[config.mk]
export PLATFORM = sky130hd
export DESIGN_NAME = hgp_front
export DESIGN_NICKNAME = d
export VERILOG_FILES = /design/src/rtl/hgp_pkg.sv /design/src/rtl/hgp_front.sv
export SDC_FILE = /design/constraint.sdc
export NUM_CORES = 1
export LEC_CHECK = 0
export BUFFER_PORTS_ARGS = -buffer_cell sky130_fd_sc_hd__buf_2
export CAP_MARGIN = 20
export CORE_MARGIN = 3
export CORE_UTILIZATION = 25
export CTS_CLUSTER_DIAMETER = 50
export DETAILED_ROUTE_END_ITERATION = 16
export HOLD_SLACK_MARGIN = 0.08
export PLACE_DENSITY = 0.47
export SKIP_LAST_GASP = 1
export SYNTH_ARGS = -nofsm -noshare
export SYNTH_HDL_FRONTEND = slang
export SYNTH_SLANG_ARGS = --single-unit
[constraint.sdc]
create_clock -name clk -period 2.25 [get_ports clk]
set_input_delay 0.225 -clock clk [delete_from_list [all_inputs] [get_ports clk]]
set_output_delay 0.225 -clock clk [all_outputs]
set_load 0.02 [all_outputs]
[src/rtl/hgp_pkg.sv]
// ----------------------------------------------------------------------------
// hgp_pkg
// Shared types and default sizes of the hybrid branch predictor.
// ----------------------------------------------------------------------------
package hgp_pkg;

  // Default table sizes.
  localparam int GshareIndexBits     = 12;
  localparam int PerceptronIndexBits = 7;
  localparam int WeightsPerRow       = 23;
  localparam int ChooserIndexBits    = 9;

  // Field widths.
  localparam int PcWidth     = 32;
  localparam int WeightWidth = 8;
  localparam int ThreshWidth = 8;
  localparam logic [ThreshWidth-1:0] ThreshReset = 8'd7;

  // Reset values of the counter tables.
  localparam logic [1:0] GshareReset  = 2'd1;
  localparam logic [1:0] ChooserReset = 2'd2;

  // One request word as it travels from the front to the back.
  typedef struct packed {
    logic               action;
    logic [PcWidth-1:0] pc;
    logic               outcome;
  } hgp_req_t;

endpackage

[src/rtl/hgp_front.sv]
// ----------------------------------------------------------------------------
// hgp_front
// Input stage: accepts request words into a two-entry queue for the back end.
// ----------------------------------------------------------------------------
module hgp_front (
  input  logic             clk,
  input  logic             rst,
  input  logic             in_valid,
  output logic             in_stall,
  input  hgp_pkg::hgp_req_t in_req,
  output logic             head_valid,
  output hgp_pkg::hgp_req_t head,
  input  logic             pop
);

  hgp_pkg::hgp_req_t q [2];
  logic       wr_ptr;
  logic       rd_ptr;
  logic [1:0] count;
  logic       push;

  assign in_stall   = (count == 2'd2);
  assign push       = in_valid && !in_stall;
  assign head_valid = (count != 2'd0);
  assign head       = q[rd_ptr];

  // Queue storage.
  always_ff @(posedge clk) begin
    if (push) begin
      q[wr_ptr] <= in_req;
    end
  end

  // Pointers and fill level.
  always_ff @(posedge clk) begin
    if (rst) begin
      wr_ptr <= 1'b0;
      rd_ptr <= 1'b0;
      count  <= 2'd0;
    end else begin
      if (push) begin
        wr_ptr <= !wr_ptr;
      end
      if (pop) begin
        rd_ptr <= !rd_ptr;
      end
      if (push && !pop) begin
        count <= count + 2'd1;
      end else if (pop && !push) begin
        count <= count - 2'd1;
      end
    end
  end

endmodule

==> results of run 1 <==
[logic make-up after synthesis]
logic type	Yosys count
buf+inv	7
simple gates	9
compound gates	4
mux	34
fa+ha+maj	1
flops	73
xor+xnor	3
[per-stage QoR]
| stage | total power [W] | utilization | cells | hold slack (ps) | instance area, sq um |
|---|---|---|---|---|---|
| finish | 0.00359 | 0.370 | 388 | 121 | 3840 |
| global route | 0.00375 | 0.370 | 388 | 96.4 | 3840 |
| CTS | 0.00365 | 0.370 | 388 | 89.3 | 3840 |
| detailed placement | 0.00228 | 0.313 | 339 | 417 | 3240 |
| global placement | 0.00228 | 0.313 | 339 | 415 | 3240 |
| floorplan | 0.00206 | - | 131 | 294 | 2670 |
[layout by cell type, fill, tap and decap left out, drive strengths merged]
cell | Yosys | layout
clkbuf | 0 | 10
mux2 | 34 | 34
o21ai | 2 | 2
nor2 | 4 | 4
and2 | 1 | 1
ha | 1 | 1
nor2b | 1 | 1
a21oi | 2 | 2
bufinv | 0 | 4
xnor2 | 1 | 1
dfxtp | 5 | 5
inv | 3 | 3
dlygate4sd3 | 0 | 34
buf | 4 | 76
edfxtp | 68 | 68
xor2 | 2 | 2
or2 | 1 | 1
clkinv | 0 | 1
or3 | 2 | 2
[sequential cells by signal (all words and copies together) (netlist names), named ones only]
| name | count |
|---|---|
| count | 2 |
| rd_ptr | 1 |
| wr_ptr | 1 |
| q | 68 |
[layer usage]
metal  global-route usage  routed length [microns]  up-vias
li1                     -                        -      736
met1                0.113                     2260      739
met2                0.145                     2570       47
met3               0.0326                      375        5
met4               0.0481                       64        0
met5                    0                        0        -
[Yosys cell counts]
cell,n
sky130_fd_sc_hd__edfxtp_1,68
sky130_fd_sc_hd__mux2_2,34
sky130_fd_sc_hd__dfxtp_1,5
sky130_fd_sc_hd__nor2_1,4
sky130_fd_sc_hd__buf_2,3
sky130_fd_sc_hd__inv_1,3
sky130_fd_sc_hd__a21oi_1,2
sky130_fd_sc_hd__o21ai_0,2
sky130_fd_sc_hd__or3_1,2
sky130_fd_sc_hd__xor2_1,2
sky130_fd_sc_hd__and2_1,1
sky130_fd_sc_hd__buf_4,1
sky130_fd_sc_hd__ha_1,1
sky130_fd_sc_hd__nor2b_2,1
sky130_fd_sc_hd__or2_2,1
sky130_fd_sc_hd__xnor2_1,1
[power groups by stage]
stage | clock, W | sequential (W) | combinational [W]
floorplan | 0 | 0.00170 | 0.000359
global placement | 0 | 0.00171 | 0.000562
detailed placement | 0 | 0.00172 | 0.000561
CTS | 0.00135 | 0.00169 | 0.000613
global route | 0.00140 | 0.00170 | 0.000652
finish | 0.00130 | 0.00169 | 0.000596
[final cells by class]
cell class | count | area share
clock inverter | 5 | 0.0336
timing repair buffer | 110 | 0.199
sequential | 73 | 0.558
multi-input combinational | 51 | 0.128
tap | 136 | 0.0443
clock buffer | 10 | 0.0332
inverter | 3 | 0.00293
[what timing repair did]
| action | CTS | global route |
|---|---|---|
| endpoints found under the hold margin | 67 | 0 |
| gates resized for setup | 0 | 0 |
| hold buffers | 34 | 0 |
[critical path: stages, from the launching register on]
cell and delay (ps):
sky130_fd_sc_hd__dfxtp_2 570, sky130_fd_sc_hd__buf_12 230, sky130_fd_sc_hd__mux2_2 350, sky130_fd_sc_hd__buf_2 160
[worst max path at each step]
| stage | startpoint | to | slack (ps) | cells past startpoint |
|---|---|---|---|---|
| after CTS | flop | head[32] | 300 | 3 |
| after floorplan | count[1] | q[0][0] | 350 | 3 |
| after detailed placement | flop | head[32] | 670 | 3 |
| final | flop | head[32] | 380 | 3 |
| after global routing | flop | head[31] | 260 | 3 |
| after global placement | flop | head[32] | 690 | 3 |
==> run summary, run 1 <==
The run finished with clean final reports. The mean instance size in the synthesized netlist is 20.4 sq um. The detail route stage leaves a number of antenna-violating nets equal to 0. The worst hold path passes through 2 cells.

By area, the combinational part of the netlist is dominated by multiplexers. The multi-input logic area is 492 sq um. The mean number of vias per cell came out at 3.94. The switching power of the nets came out at 0.000834 W.

The count of pins over their slew limit is 0. The number of buffers created by CTS is 9. The detailed-route DRC error count came out at 0. The arrival time of the worst setup path came out at 1650 ps.

Of the total synthesized cell area, the portion taken by AND, OR, NAND and NOR gates is 0.0183. The distinct cell type count after synthesis came out at 16. The biggest area contributor in the post-synthesis netlist is sky130_fd_sc_hd__edfxtp_1. Prior to clock tree synthesis, the placed netlist has a worst setup slack of 671 ps. The worst setup path is launched from a flop. The sum of negative setup slack is 0 ps. In this run the number of H-tree levels came out at 3. The sequential cell fraction of total power is 0.470. At the pin with the least slew margin, the transition time is 387 ps. The count of routing violations after the opening detailed-route iteration came out at 48.

The area of the die is 11900 sq um. The maximum frequency from static timing analysis came out at 0.534 GHz. The required time of the critical path came out at 2030 ps.

The total of endpoints with negative setup slack in the final report is 0. The worst reg-to-reg path cell count came out at 4. The remaining global-route overflow is 0. The clock slew at the register clock pins of the worst setup and hold paths is 70 ps. The tightest min-delay check is of the input port to flop type.

Cell internal power was estimated by the tool at 0.00275 W. Setup repair after global routing left no endpoint under its margin. The synthesized-area fraction occupied by ao, oa, aoi and oai cells came to 0.00751.

The worst relative slew slack is 0.742. The top fanout value on the critical path came out at 21. The first-pass GRT wire length is 8.09 mm.

The smallest clock period supported by the final layout is computed as 1870 ps. Power spread over the standard cell area amounts to 934 nW/um^2. In the final design database the tool counted 287 nets. The number of clock sinks came out at 73. The later-pin clock latency in the skew report came out at 330 ps.

The clock tree from TritonCTS is done. The maximum number of pins on one net before global-route repair came out at 35. The area of the core region came out at 10400 sq um. The number of antenna violations at the first check in global routing came to 0. The fraction of the cycle the final worst path needs is 0.832.

After synthesis the netlist holds a flip-flop and latch count of 73. The worst-case IR drop observed on VDD is 0.000347 V. In this run the core area contains 37 standard-cell rows. The end of the worst register-to-register path is q[0][26]. The number of iterations in the first detailed-routing pass is 4. The part of the power in the clock network came out at 0.364. In the synthesized netlist, the number of instances is 131. After synthesis the cells add up to 2670 sq um. The final number of hold-violating endpoints is 0. The final routed wire length divided by cell count came out at 13.6 microns. The worst setup path is captured at an output port. The antenna cell count came out at 0.

The combined global-route utilization of all metal layers came out at 0.0927. The post-layout worst setup margin came out at 379 ps. The root buffer cell chosen for the clock tree is sky130_fd_sc_hd__clkbuf_8. The detailed placer's ending HPWL came out at 3.22 mm.

In this run the most critical hold path is launched from rst. Relative to the synthesized area, the layout overhead comes to 44.0%. The maximum number of buffers from clock root to sink came out at 2. The via count of the first global-routing pass is 1613. Of the total power, combinational logic draws 0.166. The horizontal extent of the die came out at 109 microns. The layout filler cell count is 992.

The worst-case clock skew is 7.81 ps. The count of buffers added on input and output ports is 73. The number of buffers inserted by post-CTS setup repair is 0. The critical path class is flop to output port.

The fraction of power spent switching nets came out at 0.233. Max-cap violations in this run came to 0. The sequential cells in the finished layout cover a total of 2140 sq um.

The total of warnings raised by yosys is 0. The aggregate routed wire length is 5.26 mm. The starting density of the core came out at 0.257. In this run the register-to-register setup slack is 740 ps. The I/O pin count came out at 74. Yosys attributes the largest share of cell area to sky130_fd_sc_hd__edfxtp_1 77%, sky130_fd_sc_hd__mux2_2 14%, sky130_fd_sc_hd__dfxtp_1 3.8%, sky130_fd_sc_hd__xor2_1 0.66%, sky130_fd_sc_hd__buf_2 0.56%. The area share of the leading cell type in the synthesized netlist is 0.766. The share of post-route cells with drive strength above 1 came out at 0.508. The die is 109 microns tall.

The xor-xnor portion of the synthesized cell area is 0.00985. The standby leakage power came out at 1.45 nW. The worst register-to-register path begins at count[1]. At the end of routability-driven placement, the weighted congestion stood at 0.637. The number of nets handed over by synthesis was 170. The adder and majority gate portion of the synthesized area is 0.00469.

Measured against the total synthesized area, the mux share comes to 0.144. The total via count after detailed routing is 1527. The sequential share of the synthesized area came out at 0.803.
Note: power is estimated with default switching activity, not from simulation.
==> inputs of run 2 (changes only) <==
- PLACE_DENSITY: 0.47 -> 0.49
- clock period: 2.25 -> 1.52 ns (I/O delays scaled with it)
==> run summary, run 2 (synthesis results as in run 1) <==
The met2 global-route usage came out at 0.162 (+0.0171). The horizontal extent of the die is 109 microns (unchanged). The antenna cell count came out at 0 (unchanged). The total of endpoints with negative setup slack in the final report came out at 27 (+27). The first-pass GRT wire length came out at 8.22 mm (+1.6%). The layout filler cell count is 1003 (+1.1%). The remaining global-route overflow is 0 (unchanged). The number of violations of the max-capacitance limit came out at 0 (unchanged). In this run the most used layer during global routing was met2.

The post-place setup slack is 80.1 ps (-591 ps). The I/O pin count came out at 74 (unchanged). The maximum number of buffers from clock root to sink came to 2 (unchanged). The final reports fail on setup timing. The aggregate routed wire length is 5.29 mm (+0.49%).

In the final layout, the registers with the most flip-flops are q: 68 flops, count: 2 flops. The worst relative slew slack came out at 0.859 (+0.116). The slew at the pin closest to its max-slew limit is 210 ps (-176 ps). The arrival time of the worst setup path came to 1390 ps (-260 ps). The clock slew at the register clock pins of the worst setup and hold paths was 70 ps (about the same).

The total via count after detailed routing is 1561 (+2.2%). The top fanout value on the critical path came out at 15 (-29%). The area of the die is 11900 sq um (unchanged).

The standby leakage power came to 1.46 nW (+0.14%). The met3 demand-to-capacity share in global routing came to 0.0278 (-0.00474). The min-delay analysis places its worst path in the category input port to flop. The worst hold-check slack came to 113 ps (-7.76 ps).

The count of nets after finishing is 292 (+1.7%). q holds more flip-flops than any other register. The worst-case clock skew is 12.4 ps (+4.60 ps). The placed cell area is 3320 sq um (+2.4%). The area added between synthesis and finish came out at 45.9%.

The post-layout worst setup margin came out at -24.0 ps (-403 ps). The number of iterations in the first detailed-routing pass came out at 4 (unchanged). The met1 track utilization from global routing came out at 0.103 (-0.00969).

TritonCTS built the clock tree. The library cells used most frequently in the layout, excluding fill and tap cells, are 73 x sky130_fd_sc_hd__buf_2, 68 x sky130_fd_sc_hd__edfxtp_1, 35 x sky130_fd_sc_hd__dlygate4sd3_1, 34 x sky130_fd_sc_hd__mux2_2, 9 x sky130_fd_sc_hd__clkbuf_8. By startpoint and endpoint, the worst setup path is classified as flop to output port. The startpoint class of the critical path is a flop. The multi-input logic area is 517 sq um (+5.1%). The total number of placement rows came out at 37 (unchanged). The count of pins over their slew limit is 0 (unchanged). The sequential cell area is 2150 sq um (+0.23%).

The fraction of the cycle the final worst path needs came out at 1.02. The cell area power density came to 1270 nW/um^2 (+36%). The number of buffers inserted by port buffering came out at 73 (unchanged). The number of clock sinks was 73 (unchanged). The detailed-route DRC error count is 0 (unchanged). The number of flip-flops under the largest register name came to 68 (unchanged). The starting density of the core came out at 0.257 (unchanged). The mean number of vias per cell came out at 3.96 (+0.67%). The combined global-route utilization of all metal layers came to 0.0950 (+0.00232). The worst ir drop on vdd is 0.000407 V (+17%).

The number of antenna violations at the first check in global routing came out at 0 (unchanged). The run finished, with violations left. The final number of hold-violating endpoints is 0 (unchanged). The sum of negative setup slack was -203 ps (-203 ps). Based on the critical path, the design can be clocked at up to 0.648 GHz.

The die span in y was 109 microns (unchanged). The maximum number of pins on one net before global-route repair came out at 21 (-40%). Setup repair after global routing could not meet its margin everywhere. The H-tree depth is 3 (unchanged). The final weighted congestion in routability-driven placement was 0.680 (+6.7%). The most common cell after layout, fill and taps aside is sky130_fd_sc_hd__buf_2. The final routed wire length divided by cell count came to 13.4 microns (-1.0%).

The post-route antenna net violation count was 0 (unchanged). The count of routing violations after the opening detailed-route iteration is 18 (-63%). The cell sitting at the root of the clock tree is a sky130_fd_sc_hd__clkbuf_8. The share of post-route cells with drive strength above 1 is 0.539 (+0.0308). The final non-filler cell area came out at 3890 sq um (+1.3%). The detailed placer's ending HPWL is 3.53 mm (+9.6%). The area of the core region came to 10400 sq um (unchanged). The required time of the critical path came to 1370 ps (-660 ps). The worst setup path is captured at an output port. The time the worst path needs with I/O delays and setup is 1540 ps. The later-pin clock latency in the skew report was 350 ps (+20 ps). The via count of the first global-routing pass came out at 1645 (+2.0%). The number of buffers created by CTS is 9 (unchanged).
[run 2: repair_timing]
item                                    in CTS  in global routing
hold buffers                                35                  0
hold endpoints to repair                    73                  0
endpoints found under the setup margin      34                 35
setup buffers                                1                  0
gates resized for setup                      1                  2
[run 2: critical path, stage by stage (launching register included)]
cell and delay, ps:
sky130_fd_sc_hd__dfxtp_4 380, sky130_fd_sc_hd__buf_12 150, sky130_fd_sc_hd__mux2_2 350, sky130_fd_sc_hd__buf_2 160
[run 2: path summary, 6_finish.rpt]
| path | startpoint | end | slack [ps] | cells past startpoint |
|---|---|---|---|---|
| min reg2reg | count[1] | count[1] | 500 | 2 |
| max reg2reg | count[1] | q[0][8] | 110 | 4 |
| min | pop | rd_ptr | 110 | 3 |
| max | flop | head[26] | -20 | 3 |
[run 2: power by group]
group	internal, W	total (W)	switching, W	leakage, nW
Sequential	0.00243	0.00249	0.0000565	0.677
Clock	0.000766	0.00147	0.000706	0.0968
Combinational	0.000454	0.000981	0.000527	0.681
[run 2: stage by stage]
step	total power, W	utilization	std cells
after global placement	0.00344	0.320	342
after global routing	0.00520	0.375	394
final	0.00494	0.375	394
after detailed placement	0.00345	0.320	342
after floorplan	0.00307	-	131
after CTS	0.00504	0.374	394
[run 2: per-layer routing]
layer / share of wire / routed length [microns] / vias up
li1: - / - / 745
met5: 0 / 0 / -
met2: 0.51 / 2720 / 44
met4: 0.025 / 133 / 0
met1: 0.41 / 2170 / 759
met3: 0.051 / 272 / 13
[run 2: cell type report]
cell class,count,area share
Sequential cell,73,0.552
Clock inverter,6,0.0177
Timing Repair Buffer,115,0.217
Multi-Input combinational cell,51,0.133
Tap cell,136,0.0437
Clock buffer,10,0.0328
Inverter,3,0.00386
